## src/sv/level_pi_controller_top_macros.svh

```systemverilog
// assertion helpers shared by the level controller modules
`ifndef LEVEL_PI_CONTROLLER_TOP_MACROS_SVH
`define LEVEL_PI_CONTROLLER_TOP_MACROS_SVH

// property checked on every clock edge outside reset
`define LPC_ASSERT(label, prop, msg) \
  label: assert property (@(posedge clk_i) disable iff (!rst_ni) (prop)) else $error(msg);

// condition in one cycle implies a consequence in the next
`define LPC_ASSERT_NEXT(label, ante, cons, msg) \
  label: assert property (@(posedge clk_i) disable iff (!rst_ni) (ante) |=> (cons)) \
    else $error(msg);

`endif

```

## src/sv/lpc_pkg.sv

```systemverilog
package lpc_pkg;

  // sample and voltage scaling
  localparam int ADC_BITS   = 8;
  localparam int ADC_FULL   = (1 << ADC_BITS) - 1;
  localparam int FULL_SCALE = 40960;
  localparam int HALF_SCALE = 20480;
  localparam int OUT_MAX    = 10485760;
  localparam int LEVEL_MAX  = 99;

  // field and operand widths
  localparam int VOLT_W  = 16;
  localparam int GAIN_W  = 24;
  localparam int ERR_W   = 17;
  localparam int MUL_A_W = 25;
  localparam int MUL_B_W = 21;
  localparam int PROD_W  = MUL_A_W + MUL_B_W;
  localparam int CFG_W   = 24;

  // reciprocals of five: 19-bit operand with shift 22, 11-bit operand with shift 15
  localparam int RECIP5_WIDE  = 838861;
  localparam int RECIP5_NARROW = 6554;

  // input action codes
  localparam logic ACT_ADC  = 1'b0;
  localparam logic ACT_TICK = 1'b1;

  typedef enum logic [2:0] {
    CFG_GAIN_PROP      = 3'd0,
    CFG_GAIN_PREV      = 3'd1,
    CFG_KNOB_LOW_VOLT  = 3'd2,
    CFG_KNOB_MID_VOLT  = 3'd3,
    CFG_KNOB_HIGH_VOLT = 3'd4,
    CFG_MID_LEVEL_CM   = 3'd5,
    CFG_SLOPE_ABOVE    = 3'd6,
    CFG_SLOPE_BELOW    = 3'd7
  } lpc_cfg_idx_e;

  // register reset values
  localparam logic signed [23:0] RST_GAIN_PROP = 24'sd2304164;
  localparam logic signed [23:0] RST_GAIN_PREV = -24'sd2303836;
  localparam logic [15:0] RST_KNOB_LOW  = 16'd1475;
  localparam logic [15:0] RST_KNOB_MID  = 16'd3441;
  localparam logic [15:0] RST_KNOB_HIGH = 16'd8602;
  localparam logic [14:0] RST_MID_CM    = 15'd4352;
  localparam logic [15:0] RST_SLOPE_AB  = 16'd3251;
  localparam logic [15:0] RST_SLOPE_BE  = 16'd7467;

  typedef struct packed {
    logic signed [23:0] gain_prop;
    logic signed [23:0] gain_prev;
    logic [15:0]        knob_low_volt;
    logic [15:0]        knob_mid_volt;
    logic [15:0]        knob_high_volt;
    logic [14:0]        mid_level_cm;
    logic [15:0]        slope_above;
    logic [15:0]        slope_below;
  } lpc_cfg_t;

  typedef struct packed {
    logic       action;
    logic [7:0] adc_sample;
  } lpc_in_t;

  typedef struct packed {
    logic [7:0]  drive_byte;
    logic [3:0]  level_tens;
    logic [3:0]  level_ones;
    logic [15:0] setpoint_volts;
  } lpc_out_t;

  // sequencer commands to the datapath
  typedef struct packed {
    logic load_item;
    logic prep;
    logic mul_a;
    logic mul_b;
    logic commit;
    logic drive;
    logic load_out;
  } lpc_cmd_t;

  typedef struct packed {
    logic is_tick;
  } lpc_sts_t;

endpackage

```

## src/sv/level_pi_controller_top.sv

```systemverilog
// Liquid level regulator with an incremental PI law. Each input transfer is
// either an ADC event (action 0) or a control tick (action 1) and yields exactly
// one result transfer. ADC samples alternate between the setpoint knob (first
// after reset) and the level sensor: a knob sample sets the setpoint voltage by
// a two-segment map, a sensor sample sets the measured level in whole cm
// (0..99). A tick adds gain_prop*e + gain_prev*e_prev to a saturating
// integrator and drives the inverted byte of the output clamped to 0..5 V.
// Volts are unsigned Q3.13, gains signed Q15.8. One item is worked at a time:
// the sequencer steps one shared 25x21 multiplier through two products per
// item (prep, first product, second product, commit, drive on a tick only,
// then the output load), and the load waits while a held result is not taken.
// The result sits in an output register, so the next item can enter while it
// waits. Configuration is written through cfg_we_i/cfg_index_i/cfg_wdata_i
// while the block is idle: a rule for the user, the block does not enforce it.
module level_pi_controller_top #(
  parameter int INTEGRATOR_BITS = 48
) (
  input  logic              clk_i,
  input  logic              rst_ni,
  // input channel
  input  logic              in_valid_i,
  output logic              in_stall_o,
  input  lpc_pkg::lpc_in_t  in_data_i,
  // result channel
  output logic              out_valid_o,
  input  logic              out_stall_i,
  output lpc_pkg::lpc_out_t out_data_o,
  // configuration write port
  input  logic              cfg_we_i,
  input  logic [2:0]        cfg_index_i,
  input  logic [23:0]       cfg_wdata_i
);
  import lpc_pkg::*;

  lpc_cfg_t cfg;
  lpc_cmd_t cmd;
  lpc_sts_t sts;

  // gains, knob breakpoints and level curve
  lpc_cfg_regs u_cfg (
    .clk_i       (clk_i),
    .rst_ni      (rst_ni),
    .cfg_we_i    (cfg_we_i),
    .cfg_index_i (cfg_index_i),
    .cfg_wdata_i (cfg_wdata_i),
    .cfg_o       (cfg)
  );

  // sequencer: owns both handshakes and steps the datapath
  lpc_ctrl u_ctrl (
    .clk_i       (clk_i),
    .rst_ni      (rst_ni),
    .in_valid_i  (in_valid_i),
    .in_stall_o  (in_stall_o),
    .out_valid_o (out_valid_o),
    .out_stall_i (out_stall_i),
    .sts_i       (sts),
    .cmd_o       (cmd)
  );

  // arithmetic, regulator state and result register
  lpc_datapath #(
    .INTEGRATOR_BITS (INTEGRATOR_BITS)
  ) u_dp (
    .clk_i      (clk_i),
    .rst_ni     (rst_ni),
    .in_data_i  (in_data_i),
    .cfg_i      (cfg),
    .cmd_i      (cmd),
    .sts_o      (sts),
    .out_data_o (out_data_o)
  );

endmodule

```

## src/sv/lpc_cfg_regs.sv

```systemverilog
module lpc_cfg_regs (
  input  logic                     clk_i,
  input  logic                     rst_ni,
  input  logic                     cfg_we_i,
  input  logic [2:0]               cfg_index_i,
  input  logic [23:0]              cfg_wdata_i,
  output lpc_pkg::lpc_cfg_t        cfg_o
);
  import lpc_pkg::*;

  lpc_cfg_t cfg_q, cfg_d;

  always_comb begin
    cfg_d = cfg_q;
    if (cfg_we_i) begin
      case (cfg_index_i)
        CFG_GAIN_PROP:      cfg_d.gain_prop      = cfg_wdata_i;
        CFG_GAIN_PREV:      cfg_d.gain_prev      = cfg_wdata_i;
        CFG_KNOB_LOW_VOLT:  cfg_d.knob_low_volt  = cfg_wdata_i[15:0];
        CFG_KNOB_MID_VOLT:  cfg_d.knob_mid_volt  = cfg_wdata_i[15:0];
        CFG_KNOB_HIGH_VOLT: cfg_d.knob_high_volt = cfg_wdata_i[15:0];
        CFG_MID_LEVEL_CM:   cfg_d.mid_level_cm   = cfg_wdata_i[14:0];
        CFG_SLOPE_ABOVE:    cfg_d.slope_above    = cfg_wdata_i[15:0];
        CFG_SLOPE_BELOW:    cfg_d.slope_below    = cfg_wdata_i[15:0];
        default: ;
      endcase
    end
  end

  always_ff @(posedge clk_i or negedge rst_ni) begin
    if (!rst_ni) begin
      cfg_q.gain_prop      <= RST_GAIN_PROP;
      cfg_q.gain_prev      <= RST_GAIN_PREV;
      cfg_q.knob_low_volt  <= RST_KNOB_LOW;
      cfg_q.knob_mid_volt  <= RST_KNOB_MID;
      cfg_q.knob_high_volt <= RST_KNOB_HIGH;
      cfg_q.mid_level_cm   <= RST_MID_CM;
      cfg_q.slope_above    <= RST_SLOPE_AB;
      cfg_q.slope_below    <= RST_SLOPE_BE;
    end else begin
      cfg_q <= cfg_d;
    end
  end

  assign cfg_o = cfg_q;

endmodule

```

## src/sv/lpc_ctrl.sv

```systemverilog
`include "level_pi_controller_top_macros.svh"

module lpc_ctrl (
  input  logic              clk_i,
  input  logic              rst_ni,
  input  logic              in_valid_i,
  output logic              in_stall_o,
  output logic              out_valid_o,
  input  logic              out_stall_i,
  input  lpc_pkg::lpc_sts_t sts_i,
  output lpc_pkg::lpc_cmd_t cmd_o
);
  import lpc_pkg::*;

  typedef enum logic [6:0] {
    ST_IDLE   = 7'b0000001,
    ST_PREP   = 7'b0000010,
    ST_MULA   = 7'b0000100,
    ST_MULB   = 7'b0001000,
    ST_COMMIT = 7'b0010000,
    ST_DRIVE  = 7'b0100000,
    ST_OUT    = 7'b1000000
  } lpc_state_e;

  lpc_state_e state_q, state_d;
  logic       out_valid_q, out_valid_d;
  logic       accept;
  logic       out_free;
  lpc_cmd_t   cmd;

  assign in_stall_o = (state_q != ST_IDLE);
  assign accept     = in_valid_i && !in_stall_o;
  // result register can take a new value this cycle
  assign out_free   = !out_valid_q || !out_stall_i;

  always_comb begin
    state_d = state_q;
    cmd     = '0;
    case (state_q)
      ST_IDLE: begin
        cmd.load_item = accept;
        if (accept) state_d = ST_PREP;
      end
      ST_PREP: begin
        cmd.prep = 1'b1;
        state_d  = ST_MULA;
      end
      ST_MULA: begin
        cmd.mul_a = 1'b1;
        state_d   = ST_MULB;
      end
      ST_MULB: begin
        cmd.mul_b = 1'b1;
        state_d   = ST_COMMIT;
      end
      ST_COMMIT: begin
        cmd.commit = 1'b1;
        state_d    = sts_i.is_tick ? ST_DRIVE : ST_OUT;
      end
      ST_DRIVE: begin
        cmd.drive = 1'b1;
        state_d   = ST_OUT;
      end
      ST_OUT: begin
        cmd.load_out = out_free;
        if (out_free) state_d = ST_IDLE;
      end
      default: state_d = ST_IDLE;
    endcase
  end

  always_comb begin
    out_valid_d = out_valid_q;
    if (out_valid_q && !out_stall_i) out_valid_d = 1'b0;
    if (cmd.load_out) out_valid_d = 1'b1;
  end

  always_ff @(posedge clk_i or negedge rst_ni) begin
    if (!rst_ni) begin
      state_q     <= ST_IDLE;
      out_valid_q <= 1'b0;
    end else begin
      state_q     <= state_d;
      out_valid_q <= out_valid_d;
    end
  end

  assign out_valid_o = out_valid_q;
  assign cmd_o       = cmd;

  `LPC_ASSERT(a_no_overwrite, cmd.load_out && out_valid_q |-> !out_stall_i, "result overwritten")
  `LPC_ASSERT_NEXT(a_busy_after_accept, accept, in_stall_o, "input open during work")
  `LPC_ASSERT_NEXT(a_valid_after_load, cmd.load_out, out_valid_o, "loaded result not shown")

endmodule

```

## src/sv/lpc_datapath.sv

```systemverilog
`include "level_pi_controller_top_macros.svh"

module lpc_datapath #(
  parameter int INTEGRATOR_BITS = 48
) (
  input  logic              clk_i,
  input  logic              rst_ni,
  input  lpc_pkg::lpc_in_t  in_data_i,
  input  lpc_pkg::lpc_cfg_t cfg_i,
  input  lpc_pkg::lpc_cmd_t cmd_i,
  output lpc_pkg::lpc_sts_t sts_o,
  output lpc_pkg::lpc_out_t out_data_o
);
  import lpc_pkg::*;

  localparam int IB    = INTEGRATOR_BITS;
  localparam int DW    = PROD_W + 1;
  localparam int SW    = ((IB > DW) ? IB : DW) + 1;
  localparam int XW    = ADC_BITS + VOLT_W;
  localparam int SUMW  = VOLT_W + 1;
  localparam int H2W   = SUMW - ADC_BITS;
  localparam int RW    = ADC_BITS + 2;
  localparam logic signed [IB-1:0] OUT_MAX_I = IB'(OUT_MAX);

  // item and working registers
  lpc_in_t                 item_q;
  logic [VOLT_W-1:0]       volt_q;
  logic signed [ERR_W-1:0] err_q;
  logic signed [PROD_W-1:0] prod_a_q, prod_b_q;
  lpc_out_t                out_q;

  // controller state
  logic                    next_is_sensor_q;
  logic [VOLT_W-1:0]       setpoint_q, sensor_q;
  logic [6:0]              level_q;
  logic signed [IB-1:0]    integ_q;
  logic signed [ERR_W-1:0] prev_err_q;
  logic [7:0]              drive_q;

  logic is_tick, is_sensor;
  assign is_tick   = (item_q.action == ACT_TICK);
  assign is_sensor = !is_tick && next_is_sensor_q;
  assign sts_o.is_tick = is_tick;

  // sample to volts, division by 2^n-1 through two folds and one correction
  logic [XW-1:0]       volt_x;
  logic [VOLT_W-1:0]   volt_hi;
  logic [SUMW-1:0]     volt_s;
  logic [H2W-1:0]      volt_h2;
  logic [RW-1:0]       volt_r;
  logic [VOLT_W-1:0]   volt_calc;

  always_comb begin
    volt_x  = XW'(item_q.adc_sample) * XW'(FULL_SCALE);
    volt_hi = volt_x[XW-1:ADC_BITS];
    volt_s  = SUMW'(volt_hi) + SUMW'(volt_x[ADC_BITS-1:0]);
    volt_h2 = volt_s[SUMW-1:ADC_BITS];
    volt_r  = RW'(volt_h2) + RW'(volt_s[ADC_BITS-1:0]);
    volt_calc = volt_hi + VOLT_W'(volt_h2) + VOLT_W'(volt_r >= RW'(ADC_FULL));
  end

  // knob segment selection
  logic                    knob_upper;
  logic [VOLT_W-1:0]       knob_v, knob_base;
  logic signed [ERR_W-1:0] knob_diff;
  // sensor segment selection
  logic                    sens_above;
  logic [VOLT_W-1:0]       sens_slope;
  logic signed [ERR_W-1:0] sens_dv;

  always_comb begin
    knob_upper = (volt_q > VOLT_W'(HALF_SCALE));
    knob_v     = knob_upper ? (volt_q - VOLT_W'(HALF_SCALE)) : volt_q;
    knob_base  = knob_upper ? cfg_i.knob_mid_volt : cfg_i.knob_low_volt;
    knob_diff  = knob_upper ?
                 ($signed({1'b0, cfg_i.knob_high_volt}) - $signed({1'b0, cfg_i.knob_mid_volt})) :
                 ($signed({1'b0, cfg_i.knob_mid_volt}) - $signed({1'b0, cfg_i.knob_low_volt}));
    sens_above = (volt_q >= cfg_i.knob_mid_volt);
    sens_slope = sens_above ? cfg_i.slope_above : cfg_i.slope_below;
    sens_dv    = $signed({1'b0, volt_q}) - $signed({1'b0, cfg_i.knob_mid_volt});
  end

  // shared multiplier
  logic signed [MUL_A_W-1:0] mul_a;
  logic signed [MUL_B_W-1:0] mul_b;
  logic signed [PROD_W-1:0]  mul_p;
  logic [PROD_W-1:0]         knob_mag;
  logic [18:0]               knob_t;

  always_comb begin
    knob_mag = prod_a_q[PROD_W-1] ? (PROD_W'(0) - prod_a_q) : prod_a_q;
    knob_t   = knob_mag[30:12];
    if (cmd_i.mul_b) begin
      if (is_tick || is_sensor) begin
        mul_a = {cfg_i.gain_prev[GAIN_W-1], cfg_i.gain_prev};
        mul_b = {{(MUL_B_W-ERR_W){prev_err_q[ERR_W-1]}}, prev_err_q};
      end else begin
        mul_a = {{(MUL_A_W-19){1'b0}}, knob_t};
        mul_b = MUL_B_W'(RECIP5_WIDE);
      end
    end else begin
      if (is_tick) begin
        mul_a = {cfg_i.gain_prop[GAIN_W-1], cfg_i.gain_prop};
        mul_b = {{(MUL_B_W-ERR_W){err_q[ERR_W-1]}}, err_q};
      end else if (is_sensor) begin
        mul_a = {{(MUL_A_W-VOLT_W){1'b0}}, sens_slope};
        mul_b = {{(MUL_B_W-ERR_W){sens_dv[ERR_W-1]}}, sens_dv};
      end else begin
        mul_a = {{(MUL_A_W-ERR_W){knob_diff[ERR_W-1]}}, knob_diff};
        mul_b = {{(MUL_B_W-VOLT_W){1'b0}}, knob_v};
      end
    end
    mul_p = mul_a * mul_b;
  end

  // knob: base plus quotient truncated toward zero
  logic [16:0]       knob_q5;
  logic [18:0]       knob_sp;
  // sensor: level in whole cm, clamped
  logic signed [DW-1:0] lvl_acc;
  logic [DW-22:0]    lvl_raw;
  logic [6:0]        lvl_cm;
  // tick: saturating integrator
  logic [DW-1:0]        pi_d;
  logic signed [SW-1:0] pi_sum, pi_max, pi_min;
  logic signed [IB-1:0] integ_next;

  always_comb begin
    knob_q5 = prod_b_q[38:22];
    knob_sp = prod_a_q[PROD_W-1] ? ({3'b000, knob_base} - {2'b00, knob_q5}) :
                                   ({3'b000, knob_base} + {2'b00, knob_q5});

    lvl_acc = $signed({prod_a_q[PROD_W-1], prod_a_q}) +
              $signed({{(DW-28){1'b0}}, cfg_i.mid_level_cm, 13'b0});
    lvl_raw = lvl_acc[DW-1:21];
    if (lvl_acc[DW-1])                      lvl_cm = 7'd0;
    else if (lvl_raw > (DW-21)'(LEVEL_MAX)) lvl_cm = 7'(LEVEL_MAX);
    else                                    lvl_cm = lvl_raw[6:0];

    pi_d   = {prod_a_q[PROD_W-1], prod_a_q} + {prod_b_q[PROD_W-1], prod_b_q};
    pi_sum = $signed({{(SW-IB){integ_q[IB-1]}}, integ_q}) +
             $signed({{(SW-DW){pi_d[DW-1]}}, pi_d});
    pi_max = $signed({{(SW-IB+1){1'b0}}, {(IB-1){1'b1}}});
    pi_min = ~pi_max;
    if (pi_sum > pi_max)      integ_next = pi_max[IB-1:0];
    else if (pi_sum < pi_min) integ_next = pi_min[IB-1:0];
    else                      integ_next = pi_sum[IB-1:0];
  end

  // drive: clamp to 0..5 V, scale to a byte, invert
  logic [23:0] drv_o;
  logic [31:0] drv_y;
  logic [10:0] drv_t;
  logic [23:0] drv_ts;
  logic [7:0]  drv_byte;

  always_comb begin
    if (integ_q[IB-1])          drv_o = 24'(OUT_MAX);
    else if (integ_q > OUT_MAX_I) drv_o = 24'(OUT_MAX);
    else                        drv_o = integ_q[23:0];
    if (integ_q[IB-1]) drv_o = 24'd0;
    drv_y    = {drv_o, 8'b0} - {8'b0, drv_o};
    drv_t    = drv_y[31:21];
    drv_ts   = 24'(drv_t) * 24'(RECIP5_NARROW);
    drv_byte = ~drv_ts[22:15];
  end

  // level digits
  logic [13:0] dig_p;
  logic [3:0]  dig_tens;
  logic [3:0]  dig_ones;

  always_comb begin
    dig_p    = 14'(level_q) * 14'd103;
    dig_tens = dig_p[13:10];
    dig_ones = 4'(level_q - 7'(dig_tens) * 7'd10);
  end

  // payload registers
  always_ff @(posedge clk_i) begin
    if (cmd_i.load_item) item_q <= in_data_i;
    if (cmd_i.prep) begin
      volt_q <= volt_calc;
      err_q  <= $signed({1'b0, setpoint_q}) - $signed({1'b0, sensor_q});
    end
    if (cmd_i.mul_a) prod_a_q <= mul_p;
    if (cmd_i.mul_b) prod_b_q <= mul_p;
    if (cmd_i.load_out) begin
      out_q.drive_byte     <= drive_q;
      out_q.level_tens     <= dig_tens;
      out_q.level_ones     <= dig_ones;
      out_q.setpoint_volts <= setpoint_q;
    end
  end

  // controller state registers
  always_ff @(posedge clk_i or negedge rst_ni) begin
    if (!rst_ni) begin
      next_is_sensor_q <= 1'b0;
      setpoint_q       <= '0;
      sensor_q         <= '0;
      level_q          <= '0;
      integ_q          <= '0;
      prev_err_q       <= '0;
      drive_q          <= '0;
    end else begin
      if (cmd_i.commit) begin
        if (is_tick) begin
          integ_q    <= integ_next;
          prev_err_q <= err_q;
        end else begin
          next_is_sensor_q <= !next_is_sensor_q;
          if (is_sensor) begin
            sensor_q <= volt_q;
            level_q  <= lvl_cm;
          end else begin
            setpoint_q <= knob_sp[15:0];
          end
        end
      end
      if (cmd_i.drive) drive_q <= drv_byte;
    end
  end

  assign out_data_o = out_q;

  `LPC_ASSERT_NEXT(a_tick_keeps_setpoint, cmd_i.commit && is_tick, $stable(setpoint_q), "tick moved setpoint")
  `LPC_ASSERT_NEXT(a_prev_err_update, cmd_i.commit && is_tick, prev_err_q == $past(err_q), "previous error not kept")

endmodule

```

## config.mk

```make
export PLATFORM = sky130hd
export DESIGN_NAME = level_pi_controller_top
export DESIGN_NICKNAME = d
export VERILOG_FILES = /design/src/sv/lpc_pkg.sv /design/src/sv/level_pi_controller_top.sv /design/src/sv/lpc_cfg_regs.sv /design/src/sv/lpc_ctrl.sv /design/src/sv/lpc_datapath.sv
export VERILOG_INCLUDE_DIRS = /design/src /design/src/sv
export SDC_FILE = /design/constraint.sdc
export NUM_CORES = 2
export LEC_CHECK = 0
export ABC_CLOCK_PERIOD_IN_PS = 24100
export BUFFER_PORTS_ARGS = -buffer_cell sky130_fd_sc_hd__buf_2
export CAP_MARGIN = 20
export CORE_MARGIN = 10
export CORE_UTILIZATION = 70
export CTS_BUF_LIST = sky130_fd_sc_hd__clkbuf_16
export CTS_CLUSTER_DIAMETER = 50
export CTS_CLUSTER_SIZE = 14
export DETAILED_ROUTE_END_ITERATION = 12
export GPL_TIMING_DRIVEN = 0
export PLACE_DENSITY = 0.87
export SLEW_MARGIN = 15
export SYNTH_ARGS = -nofsm -noshare
export SYNTH_HDL_FRONTEND = slang
export SYNTH_HIERARCHICAL = 1
export SYNTH_SLANG_ARGS = --single-unit
```

## constraint.sdc

```tcl
create_clock -name clk_i -period 24.1 [get_ports clk_i]
set_input_delay 0 -clock clk_i [delete_from_list [all_inputs] [get_ports clk_i]]
set_output_delay 0 -clock clk_i [all_outputs]
set_load 0.01 [all_outputs]
```

## Yosys cells after proc, flatten, opt, wreduce, memory -nomap -nowiden

Index checks and enable logic that the tools add are counted.

| storage, ports and cells | value |
|---|---|
| register bits after elaboration | 430 |
| latch bits | 0 |
| memory bits (writable) | 0 |
| memory bits (read-only) | 0 |
| input bits | 41 |
| output and inout port bits | 34 |
| word-level logic and storage cells | 133 |
| memories | 0 |

| cells by class | value |
|---|---|
| add/subtract/negate cells | 16 |
| $mul | 5 |
| div/mod/pow operators | 0 |
| $lt $le $gt $ge | 7 |
| equality and inequality tests | 17 |
| shift operators | 0 |
| multiplexer cells | 33 |
| bitwise operators | 3 |
| reduce and logical (&&, ||, !) cells | 25 |

Operators with widths:

| cell | number |
|---|---|
| $mux 25 | 4 |
| $mux 48 | 2 |
| $mux 21 | 4 |
| $sub 16x16->17 | 4 |
| $mux 16 | 4 |
| $add 48x47->49 | 1 |
| $gt 49x48->1 const B | 1 |
| $lt 49x48->1 const B | 1 |
| $pmux 7 s7 | 1 |
| $gt 48x25->1 const B | 1 |
| $mux 24 | 2 |
| $add 46x29->47 | 1 |
| $add 46x46->47 | 1 |
| $mul 25x21->46 | 1 |
| $mux 7 | 5 |
| $sub 32x24->32 | 1 |
| $mux 31 | 1 |
| $sub 1x31->31 const A | 1 |
| $gt 26x7->1 const B | 1 |
| $mul 11x12->22 const B | 1 |
| $reduce_and 2->1 | 11 |
| $mux 17 | 1 |
| $add 16x1->16 | 1 |
| $add 16x16->16 | 1 |
| other kinds (32) | 54 |

## Depth between registers and ports, before layout

| logic depth | value |
|---|---|
| depth in word-level cells | 6 |
| depth in mapped cells | 42 |
| gate-level depth less buffers | 40 |

## Cells and area by module

Netlist, hierarchy kept.

Modules (own cells, without submodules):

| module | instances | cells each | area an instance (um^2) | sequential area each (um^2) |
|---|---|---|---|---|
| lpc_datapath | 1 | 4563 | 42198.0 | 7812.5 |
| lpc_cfg_regs | 1 | 311 | 5552.8 | 3648.5 |
| lpc_ctrl | 1 | 45 | 432.9 | 201.4 |

## Least setup slack after synthesis

Ideal clock, no wire load.

| timing path | value |
|---|---|
| path kind | register to register |
| start point | register u_ctrl.state_q[5] |
| end point | register u_dp.prod_a_q[45] (data pin) |
| library setup time | 0.264 ns |
| arrival | 13.831 ns |
| required time | 23.836 ns |
| path slack | 10.005 ns |
| cell stages (with the launch flop) | 36 |
| path buffers | 6 |
| period minus slack after synthesis | 14.095 ns |
| cells stage by stage | dfrtp_1 -> or4_1 -> clkbuf_2 -> nor4b_1 -> clkbuf_1 -> clkbuf_1 -> clkbuf_1 -> clkbuf_1 -> o211ai_1 -> o21ai_1 -> clkbuf_1 -> nand2_1 -> fa_1 -> inv_1 -> fa_1 -> inv_1 -> fa_1 -> inv_1 -> fa_1 -> fa_1 -> fa_1 -> inv_1 -> fa_1 -> inv_1 -> ha_1 -> a21o_1 -> a21o_1 -> a21oi_1 -> o22ai_1 -> nor3b_1 -> a21oi_1 -> a211oi_1 -> o31ai_1 -> a21bo_2 -> a21oi_1 -> xnor2_1 |

RTL lines:

| element | RTL line | source |
|---|---|---|
| start: declaration | lpc_ctrl.sv:25 | `lpc_state_e state_q, state_d;` |
| start signal: assignment | lpc_ctrl.sv:83 | `state_q <= state_d;` |
| end signal: assignment | lpc_datapath.sv:186 | `if (cmd_i.mul_a) prod_a_q <= mul_p;` |
| end: declaration | lpc_datapath.sv:29 | `logic signed [PROD_W-1:0] prod_a_q, prod_b_q;` |

## Worst setup path in the final report

| timing path | value |
|---|---|
| start point | register u_cfg.cfg_q, in the netlist u_cfg/cfg_o[64] |
| end point | register u_dp.prod_b_q[45] (data pin) |

| between the ends | value |
|---|---|
| cells in the longest elaborated chain, start to end | 6 |
| elaborated cells on any way between the ends | 13 |
| classes of those cells | add/sub (3); mul (1); order compare (1); mux (8) |

RTL lines:

| element | RTL line | source |
|---|---|---|
| start: declaration | lpc_cfg_regs.sv:11 | `lpc_cfg_t cfg_q, cfg_d;` |
| start signal: assignment | lpc_cfg_regs.sv:41 | `cfg_q <= cfg_d;` |
| $sub 16x16->17 (tied with other cells) | lpc_datapath.sv:77 | `($signed({1'b0, cfg_i.knob_mid_volt}) - $signed({1'b0, cfg_i.knob_low_volt}));` |
| $mux 17 or $mux 16 (tied branches) | lpc_datapath.sv:75, lpc_datapath.sv:79 |  |
| $mux 25 | lpc_datapath.sv:105 | `end else if (is_sensor) begin` |
| $mux 25 | lpc_datapath.sv:102 | `if (is_tick) begin` |
| $mux 25 | lpc_datapath.sv:93 | `if (cmd_i.mul_b) begin` |
| $mul 25x21->46 * | lpc_datapath.sv:113 | `mul_p = mul_a * mul_b;` |
| named net u_dp.mul_p[45] | lpc_datapath.sv:86 | `logic signed [PROD_W-1:0] mul_p;` |
| end signal: assignment | lpc_datapath.sv:187 | `if (cmd_i.mul_b) prod_b_q <= mul_p;` |
| end: declaration | lpc_datapath.sv:29 |  |

The timed path passes the listed nets; every way through them passes the cells marked *.
A chain may end at the register's enable or synchronous reset.

==> metrics.md <==
| Metric | Value |
|---|---|
| Status | `complete, no violations` |
| Vias/cell | `6.464` |
| CP arrival | `13,170 ps` |
| Drt wl/cell | `24.69 microns` |
| Number of enable flip-flop cells after synthesis | `166` |
| I/O pins | `75` |
| CTS tree | `built` |
| Final setup fails | `0` |
| Dominant cells by area after synthesis | `fa_1 (26%), dfrtp_1 (11%), edfxtp_1 (10%)` |
| Multiplexer area fraction after synthesis | `4.887%` |
| Unique cell type count in the Yosys netlist | `94` |
| Top-area cell type share of the netlist area | `25.55%` |
| CTS Root Cell | `clkbuf_16` |
| Max Cap Violations | `0` |
| Avg Cell Area, Syn | `9.795 sq um` |
| Final hold vios | `0` |
| Pin count of the biggest net entering global routing | `106` |
| Slew HR | `10.24%` |
| Synth Flop Type | `dfrtp_1` |
| Crit. End Element | `register` |
| Syn Nets | `5,972` |
| DRC | `0` |
| Largest family of logic cells by synthesized area | `adder cells` |
| Adder-cell share of the synthesized area | `35.86%` |
| Die Height | `282.4 microns` |
| Post-DP HPWL | `115.9 mm` |
| CP peak stage delay | `860 ps` |
| Startpoint types | `register` |
| Synth Area in Simple Gates | `11.77%` |
| Starting Density | `70.38%` |
| CTS Buffer Depth | `3` |
| Setup Skew | `43.83 ps` |
| Fin crit share | `53.05%` |
| Area growth, synth to finish | `8.585%` |
| Required time worst endpoint | `24,490 ps` |
| Vias in the first global route | `40,160` |
| Top-count cell post-synth | `inv_1` |
| First-pass GRT wire length | `228.8 mm` |
| HP Class | `input pin to register` |
| RSZ-0062 raised after global routing | `no` |
| GRT Overall Usage | `37.78%` |
| Die area | `79,730 sq um` |
| Placer Congestion | `1.023` |
| CTS Buf Count | `54` |
| Antenna violations before repair | `9` |
| Sink Count | `430` |
| Pre-CTS setup slack | `11,800 ps` |
| Final wirelength | `149.4 mm` |
| Row cnt | `96` |
| DRC violation total after the first TritonRoute iteration | `4,969` |
| Share of layout cells above drive strength 1 | `10.05%` |
| Worst-path fanout max | `10` |
| Htree depth | `2` |
| Post-Synthesis Cell Area | `48,180 sq um` |
| Core ar. | `68,470 sq um` |
| CTS resizes | `0` |
| Final slew viol count | `0` |
| Worst Slack Setup Final | `11,320 ps` |
| Max Fclk | `0.07822 GHz` |
| WS Path Type | `register to register` |
| Compound-Gate Fraction of Synth Area | `11.23%` |
| Grt total ovfl | `0` |
| Nets | `6,170` |
| Setup TNS | `0 ps` |
| Via count | `39,110` |
| Critical path's slowest cell | `a21oi_1` |
| Drt first pass iters | `9` |
| Ys Warns | `6` |
| Post-synth ARST share | `61.40%` |
| Post-synthesis sequential area ratio | `24.20%` |
| Cell taking the most area after synthesis | `fa_1` |
| Reg clk slew, reported paths | `60 ps` |
| Cell count after synthesis | `4,919` |
| CP dominant cell by count | `fa_1` |
| Fin crit period | `12,780 ps` |
| Transition time of the tightest slew-check pin | `1334 ps` |
| Port-buffer cells | `70` |
| Clk_lat worst skew | `640 ps` |
| Post-synth top cells | `inv_1 (829), fa_1 (615), nand2_1 (537)` |
| XOR/XNOR Fraction of Synth Area | `4.126%` |
| Yosys reg bits | `430` |
| Antenna-violating nets left | `0` |
| Die Wd | `282.4 microns` |
-- per-layer routing --
metal,vias up,GRT usage (%),part of all wire [%]
met5,-,0,0.035
met1,19040,45.87,35
met4,8,21.40,7.1
met2,2687,58.64,44
met3,740,12.81,13
li1,16640,-,-
-- flip-flops by register name (all words and copies together), names as in the netlist, 7 cells and up --
name	cells
u_ctrl/state_q	7
u_dp/setpoint_q	16
u_dp/drive_q	8
u_dp/item_q	8
u_dp/out_data_o	32
u_dp/sensor_q	16
u_dp/level_q	7
u_dp/volt_q	16
u_dp/integ_q	48
u_dp/prod_b_q	46
u_dp/err_q	17
u_dp/prev_err_q	17
u_dp/prod_a_q	46
u_cfg/cfg_o	143
-- area by class of cell --
cell class                      count  area (sq um)
Clock buffer                       54          1351
Fill cell                        4390         16150
Sequential cell                   430         11660
Timing Repair Buffer              142          1105
Antenna cell                        6         15.01
Clock inverter                     48         461.7
Inverter                          831          3119
Tap cell                          882          1104
Multi-Input combinational cell   3501         32810
Buffer                            157         696.9
-- kinds of logic after synthesis --
logic type / count (synthesis)
simple gates: 1206
fa+ha+maj: 1012
compound gates: 848
xor+xnor: 227
buf+inv: 988
flops: 430
mux: 208
-- path summary, 6_finish.rpt --
| path | cells after the start | endpoint | startpoint | slack [ps] |
|---|---|---|---|---|
| max | 37 | u_dp/prod_b_q[45] | u_cfg/cfg_o[64] | 11320 |
| min | 2 | u_dp/item_q[6] | in_data_i[6] | 80 |
| max reg2reg | 37 | u_dp/prod_b_q[45] | u_cfg/cfg_o[64] | 11320 |
| min reg2reg | 0 | u_dp/out_data_o[30] | u_dp/drive_q[6] | 460 |
| max in group asynchronous | 5 | u_cfg/cfg_o[79] | rst_ni | 22620 |
| min in group asynchronous | 3 | u_ctrl/state_q[0] | rst_ni | 450 |
-- worst max-delay path: cells and delay by family (launching register included) --
kind            cells  cell delay, ps
xor+xnor            1             360
mux                 2             540
fa+ha+maj           9            4630
compound gates     13            4180
flops               1             410
buf+inv             7            1550
simple gates        5             840
-- metrics by stage --
stage / utilization (%) / hold WS, ps / std cells / cell area (sq um)
final: 76.42 / 75.41 / 6051 / 52320
after global routing: 76.40 / 77.56 / 6046 / 52310
after global placement: 72.50 / 179.1 / 5871 / 49640
after CTS: 76.39 / 63.94 / 6044 / 52300
after detailed placement: 73.04 / 35.92 / 5896 / 50010
after floorplan: - / -295.6 / 4919 / 48180
-- placed cells by master (no fill, tap or decap), types with 32 or more instances in the layout --
cell type,instances
o21ai_0,217
o21a_1,39
edfxtp_1,166
dlygate4sd3_1,45
a21o_1,85
nor2b_1,32
and2_1,119
clkbuf_1,119
buf_2,91
a21oi_1,217
mux2_2,177
nand3_1,38
xnor2_1,150
clkbuf_16,54
nand2_1,537
fa_1,615
nor2_1,244
ha_1,397
dfrtp_1,207
xor2_1,77
inv_1,837
dfstp_2,57
nor3_1,51
-- what timing repair did --
action,in CTS,in global routing
hold endpoints to repair,301,0
buffers inserted,0,0
hold buffers,46,0
Power is left out: the tool's default activity adds up to more than one toggle a clock period on the data nets, which glitch-free logic cannot reach.
